==> src/sv/sctok_pkg.sv <==
package sctok_pkg;

  localparam int MAX_TOKEN_LEN_DEF = 128;

  localparam logic [7:0] CHAR_NUL   = 8'h00;
  localparam logic [7:0] CHAR_NL    = 8'h0a;
  localparam logic [7:0] CHAR_SLASH = 8'h2f;
  localparam logic [7:0] CHAR_QUOTE = 8'h22;
  localparam logic [7:0] SPACE_MAX  = 8'd32;

  localparam int RES_DEPTH = 3;

  typedef enum logic [2:0] {
    MODE_SKIP    = 3'd0,
    MODE_SLASH   = 3'd1,
    MODE_COMMENT = 3'd2,
    MODE_WORD    = 3'd3,
    MODE_QUOTED  = 3'd4
  } mode_t;

  typedef struct packed {
    logic [7:0] token_byte;
    logic       is_token_end;
    logic [7:0] token_length;
    logic       discarded;
    logic       was_quoted;
    logic       end_of_text;
  } res_t;

endpackage

==> src/sv/script_tokenizer_core.sv <==
// latency: the first result of a request is offered the cycle after it is accepted
// throughput: one request per cycle while out_ready is high and each request
// gives at most one result; one giving two or three holds in_ready low while
// the three-entry result queue drains, one result per cycle while out_ready is set
// reset: synchronous active-low rst_n returns scanning to whitespace skipping,
// clears the kept count, empties the result queue and sets high_space_r
module script_tokenizer_core #(
  parameter int MAX_TOKEN_LEN = sctok_pkg::MAX_TOKEN_LEN_DEF
) (
  input  logic       clk,
  input  logic       rst_n,
  input  logic       cfg_we,
  input  logic       cfg_wdata,
  input  logic       in_valid,
  output logic       in_ready,
  input  logic [7:0] in_text_byte,
  output logic       out_valid,
  input  logic       out_ready,
  output logic [7:0] out_token_byte,
  output logic       out_is_token_end,
  output logic [7:0] out_token_length,
  output logic       out_discarded,
  output logic       out_was_quoted,
  output logic       out_end_of_text
);
  import sctok_pkg::*;

  localparam logic [7:0] MAX_LEN = 8'(MAX_TOKEN_LEN);

  logic       high_space_r;
  mode_t      mode_r, mode_nxt;
  logic [7:0] cnt_r, cnt_nxt;
  logic [1:0] q_cnt_r, q_cnt_nxt;
  res_t       res_r   [RES_DEPTH];
  res_t       res_nxt [RES_DEPTH];
  res_t       new_res [RES_DEPTH];
  logic [1:0] new_n;
  logic       is_space;
  logic       accept;
  logic       pop;
  logic       disc;
  logic [7:0] b;

  assign b         = in_text_byte;
  assign out_valid = (q_cnt_r != 2'd0);
  assign pop       = out_valid && out_ready;
  assign in_ready  = (q_cnt_r == 2'd0) || ((q_cnt_r == 2'd1) && out_ready);
  assign accept    = in_valid && in_ready;

  assign out_token_byte   = res_r[0].token_byte;
  assign out_is_token_end = res_r[0].is_token_end;
  assign out_token_length = res_r[0].token_length;
  assign out_discarded    = res_r[0].discarded;
  assign out_was_quoted   = res_r[0].was_quoted;
  assign out_end_of_text  = res_r[0].end_of_text;

  assign is_space = ((b != CHAR_NUL) && (b <= SPACE_MAX)) || (b[7] && high_space_r);
  assign disc     = (cnt_r >= MAX_LEN);

  always_comb begin
    mode_nxt = mode_r;
    cnt_nxt  = cnt_r;
    new_n    = 2'd0;
    for (int i = 0; i < RES_DEPTH; i++) begin
      new_res[i] = '0;
    end
    case (mode_r)
      MODE_SLASH: begin
        if (b == CHAR_SLASH) begin
          mode_nxt = MODE_COMMENT;
          cnt_nxt  = 8'd0;
        end else begin
          new_res[0].token_byte = CHAR_SLASH;
          mode_nxt = MODE_WORD;
          new_n    = 2'd2;
          if ((b == CHAR_NUL) || is_space) begin
            new_res[1].is_token_end = 1'b1;
            new_res[1].token_length = 8'd1;
            if (b == CHAR_NUL) begin
              new_res[2].end_of_text = 1'b1;
              new_n = 2'd3;
            end
            mode_nxt = MODE_SKIP;
            cnt_nxt  = 8'd0;
          end else begin
            new_res[1].token_byte = b;
            cnt_nxt = 8'd2;
          end
        end
      end
      MODE_COMMENT: begin
        if (b == CHAR_NUL) begin
          new_res[0].end_of_text = 1'b1;
          new_n    = 2'd1;
          mode_nxt = MODE_SKIP;
          cnt_nxt  = 8'd0;
        end else if (b == CHAR_NL) begin
          mode_nxt = MODE_SKIP;
        end
      end
      MODE_WORD: begin
        if ((b == CHAR_NUL) || is_space) begin
          new_res[0].is_token_end = 1'b1;
          new_res[0].token_length = disc ? 8'd0 : cnt_r;
          new_res[0].discarded    = disc;
          new_n = 2'd1;
          if (b == CHAR_NUL) begin
            new_res[1].end_of_text = 1'b1;
            new_n = 2'd2;
          end
          mode_nxt = MODE_SKIP;
          cnt_nxt  = 8'd0;
        end else if (!disc) begin
          new_res[0].token_byte = b;
          new_n   = 2'd1;
          cnt_nxt = cnt_r + 8'd1;
        end
      end
      MODE_QUOTED: begin
        if ((b == CHAR_QUOTE) || (b == CHAR_NUL)) begin
          new_res[0].is_token_end = 1'b1;
          new_res[0].token_length = cnt_r;
          new_res[0].was_quoted   = 1'b1;
          new_n = 2'd1;
          if (b == CHAR_NUL) begin
            new_res[1].end_of_text = 1'b1;
            new_n = 2'd2;
          end
          mode_nxt = MODE_SKIP;
          cnt_nxt  = 8'd0;
        end else if (!disc) begin
          new_res[0].token_byte = b;
          new_n   = 2'd1;
          cnt_nxt = cnt_r + 8'd1;
        end
      end
      default: begin
        mode_nxt = MODE_SKIP;
        cnt_nxt  = 8'd0;
        if (b == CHAR_NUL) begin
          new_res[0].end_of_text = 1'b1;
          new_n = 2'd1;
        end else if (is_space) begin
          mode_nxt = MODE_SKIP;
        end else if (b == CHAR_SLASH) begin
          mode_nxt = MODE_SLASH;
        end else if (b == CHAR_QUOTE) begin
          mode_nxt = MODE_QUOTED;
        end else begin
          new_res[0].token_byte = b;
          new_n    = 2'd1;
          mode_nxt = MODE_WORD;
          cnt_nxt  = 8'd1;
        end
      end
    endcase
  end

  always_comb begin
    q_cnt_nxt = q_cnt_r;
    for (int i = 0; i < RES_DEPTH; i++) begin
      res_nxt[i] = res_r[i];
    end
    if (accept) begin
      q_cnt_nxt = new_n;
      for (int i = 0; i < RES_DEPTH; i++) begin
        res_nxt[i] = new_res[i];
      end
    end else if (pop) begin
      q_cnt_nxt = q_cnt_r - 2'd1;
      for (int i = 0; i < RES_DEPTH - 1; i++) begin
        res_nxt[i] = res_r[i + 1];
      end
    end
  end

  always_ff @(posedge clk) begin
    if (!rst_n) begin
      high_space_r <= 1'b1;
      mode_r       <= MODE_SKIP;
      cnt_r        <= 8'd0;
      q_cnt_r      <= 2'd0;
    end else begin
      if (cfg_we) begin
        high_space_r <= cfg_wdata;
      end
      if (accept) begin
        mode_r <= mode_nxt;
        cnt_r  <= cnt_nxt;
      end
      q_cnt_r <= q_cnt_nxt;
    end
  end

  always_ff @(posedge clk) begin
    for (int i = 0; i < RES_DEPTH; i++) begin
      res_r[i] <= res_nxt[i];
    end
  end

  a_nul_restarts: assert property (@(posedge clk) disable iff (!rst_n)
    accept && (in_text_byte == CHAR_NUL) |=> (mode_r == MODE_SKIP) && (cnt_r == 8'd0))
    else $error("nul did not return scanning to skip");

  a_cnt_bound: assert property (@(posedge clk) disable iff (!rst_n)
    cnt_r <= MAX_LEN)
    else $error("kept count beyond max token length");

  a_ready_room: assert property (@(posedge clk) disable iff (!rst_n)
    in_ready |-> (q_cnt_r <= 2'd1))
    else $error("ready with results still queued");

  a_queue_hold: assert property (@(posedge clk) disable iff (!rst_n)
    !accept && !pop |=> $stable(q_cnt_r))
    else $error("result queue changed without request or pop");

endmodule

==> config.mk <==
export PLATFORM = sky130hd
export DESIGN_NAME = script_tokenizer_core
export DESIGN_NICKNAME = d
export VERILOG_FILES = /design/src/sv/sctok_pkg.sv /design/src/sv/script_tokenizer_core.sv
export SDC_FILE = /design/constraint.sdc
export NUM_CORES = 1
export LEC_CHECK = 0
export ABC_AREA = 1
export ABC_CLOCK_PERIOD_IN_PS = 2500
export BUFFER_PORTS_ARGS = -buffer_cell sky130_fd_sc_hd__buf_2
export CAP_MARGIN = 40
export CORE_MARGIN = 2
export CORE_UTILIZATION = 45
export CTS_BUF_LIST = sky130_fd_sc_hd__clkbuf_16
export DETAILED_ROUTE_END_ITERATION = 12
export GPL_TIMING_DRIVEN = 0
export PLACE_DENSITY = 0.74
export REMOVE_ABC_BUFFERS = 1
export SYNTH_ARGS = -nofsm -noshare
export SYNTH_HDL_FRONTEND = slang
export SYNTH_SLANG_ARGS = --single-unit
export TNS_END_PERCENT = 50
==> constraint.sdc <==
create_clock -name clk -period 2.5 [get_ports clk]
set_input_delay 0.125 -clock clk [delete_from_list [all_inputs] [get_ports clk]]
set_output_delay 0.125 -clock clk [all_outputs]
set_load 0.1 [all_outputs]
==> flow_metrics.py <==
metrics = {
    "layout": {
        "fin_area_um2": 2920,
        "fin_nets": 366,
        "final_cell_mix": "nand2_1, inv_1, buf_2",
        "area_growth_pct": 11.9,
        "drive_above_1_share": 0.195,
        "fin_cells": 420,
        "final_common_cell": "nand2_1",
        "num_antenna_cells": 0,
    },
    "yosys": {
        "ys_seq_area_frac": 0.463,
        "synth_top_area_frac": 0.356,
        "yosysUniqueCellTypes": 33,
        "ys_top_cells_by_area": "edfxtp_1, nand2_1, dfxtp_1",
        "synth_ff_type": "edfxtp_1",
        "synth_top_area_cell": "edfxtp_1",
        "synth-async-reset-ratio": 0,
        "netlist_area_um2": 2610,
        "ys_seq_elements": 45,
        "avgSynthCellArea_um2": 8.04,
        "syn_inst": 325,
        "ys_warn_count": 0,
        "synth-edff-count": 31,
    },
    "grt": {
        "grt_max_degree": 22,
        "globalRouteTotalUtil": 0.175,
        "grt_pass1_wl_mm": 8.68,
        "grt_pass1_vias": 1925,
        "grt-ovfl-total": 0,
        "antenna_found_initial": 0,
    },
    "drt": {
        "drt-initial-drc-count": 141,
        "drc_errors": 0,
        "wl_per_cell_um": 12.6,
        "drtPass1Iterations": 4,
        "route.antenna.remaining_nets": 0,
        "drt-total-wl_mm": 5.28,
        "vias": 2129,
        "via_per_inst": 5.07,
    },
    "floorplan": {
        "initial_utilization": 0.469,
        "die_width_um": 80.2,
        "num_rows": 27,
        "io_pins": 36,
        "die_y_um": 80.2,
        "fp.dieArea_um2": 6430,
        "core_um2": 5570,
    },
    "critical_path": {
        "startpoint_type": "register",
        "max_stage_delay_ns": 0.37,
        "endpoint_kind": "register",
        "arrival_ns": 2.22,
        "cp_max_fo": 20,
        "crit_chain": "inv_1 -> ha_1 -> inv_1 -> nand2_1 -> nand2_2 -> clkinvlp_4 -> buf_4 -> nand3_1 -> nor2_1",
        "crit_top_cell": "inv_1",
        "crit_required_ns": 2.52,
        "path_class": "reg2reg",
        "cp_slowest_cell": "nand2_2",
    },
    "timing": {
        "tightest_slew_ns": 0.622,
        "clock_skew_ns": 0.00272,
        "slew_violations": 0,
        "rsz0062_at_grt": "false",
        "min_period_over_period": 0.881,
        "worst_slack_ns": 0.298,
        "min_period_ns": 2.20,
        "fmax_ghz": 0.454,
        "slew_headroom": 0.582,
        "finalSetupViolCount": 0,
        "final_hold_viol_count": 0,
    },
    "clocking": {
        "clock_sinks": 45,
        "holdBufCountCts": 0,
        "h-tree-depth": 2,
        "cts_buffers": 5,
        "clk_latency_ns": 0.28,
        "clockRootBuffer": "clkbuf_16",
        "cts_tree": "built",
        "clk_pin_slew_ns": 0.06,
        "cts_buffer_depth": 2,
    },
    "hold_path": {
        "worst_hold_path_type": "in2reg",
    },
    "place": {
        "pre_cts_ws_ns": -0.237,
        "place_congestion": 0.892,
        "post-dp-hpwl_mm": 3.76,
        "placed_cells": 409,
        "post_dp_cell_area_um2": 2730,
        "io_buffers": 35,
    },
    "job": {
        "drv_cap": 0,
    },
    "status": {
        "status": "completed",
    },
}
[cell type report]
| cell class | instances | area (µm²) |
|---|---|---|
| multi-input combinational | 211 | 1070 |
| clock inverter | 3 | 37.5 |
| fill | 540 | 2650 |
| sequential | 45 | 1210 |
| timing repair buffer | 39 | 213 |
| inverter | 45 | 175 |
| tap | 72 | 90.1 |
| clock buffer | 5 | 125 |
[worst max-delay path: cells and delay by family, from the launching register on]
kind / cells / cell delay (ns)
fa+ha+maj: 1 / 0.21
buf+inv: 4 / 0.56
flops: 1 / 0.35
simple gates: 4 / 0.81
[per-stage QoR]
stage	setup TNS (ns)	utilization	hold slack, ns
3_5_place_dp	-2.03	0.490	0.329
5_1_grt	0	0.525	0.0340
6_report	0	0.525	0.0376
3_3_place_gp	-1.81	0.487	0.325
4_1_cts	0	0.519	0.0347
2_1_floorplan	-40.19	-	0.225
[metal layers]
metal | up-vias | part of all wire | track usage
met1 | 978 | 0.44 | 0.224
met4 | 0 | 0.020 | 0.0915
met3 | 9 | 0.046 | 0.0348
li1 | 1086 | - | -
met5 | - | 0 | 0
met2 | 56 | 0.49 | 0.281
[timing repair]
action | CTS | global route
setup endpoints to repair | 17 | 3
endpoints found under the hold margin | 0 | 0
setup buffers | 0 | 3
resized for setup | 1 | 2
[kinds of logic (layout without fill, tap and decap cells)]
family | after synthesis | count (layout) | share of synthesized area
buf+inv | 69 | 92 | 0.128
simple gates | 171 | 171 | 0.292
flops | 45 | 45 | 0.463
xor+xnor | 4 | 4 | 0.0134
compound gates | 31 | 31 | 0.0790
fa+ha+maj | 5 | 5 | 0.0239
[worst paths after layout]
path,from,to,slack (ns),cells after the start
setup / recovery,q_cnt_r[0],res_r[0][35],0.30,9
hold / removal,cfg_we,high_space_r,0.04,2
setup reg to reg,q_cnt_r[0],res_r[0][35],0.30,9
hold reg to reg,high_space_r,high_space_r,0.49,2
[sequential cells by signal, indices dropped and copies added (netlist names)]
register,flops
q_cnt_r,2
high_space_r,1
mode_r,3
cnt_r,8
res_r,31
[cells in the mapped netlist, types with 2 or more instances]
library cell  count
nor2_1           31
nand4_1           7
buf_4            17
ha_1              5
o22ai_1           2
edfxtp_1         31
inv_1            40
xor2_1            4
clkbuf_1          4
o21ai_2           2
nor2_2            4
inv_2             4
buf_2             2
nor3_1           11
a21oi_1          11
nand3_1          29
dfxtp_1          14
nand2_4           3
o21ai_0           9
nand2_1          82
Power is not shown: default switching activity piles up to over one toggle a cycle in this logic, so the estimate is an artifact.
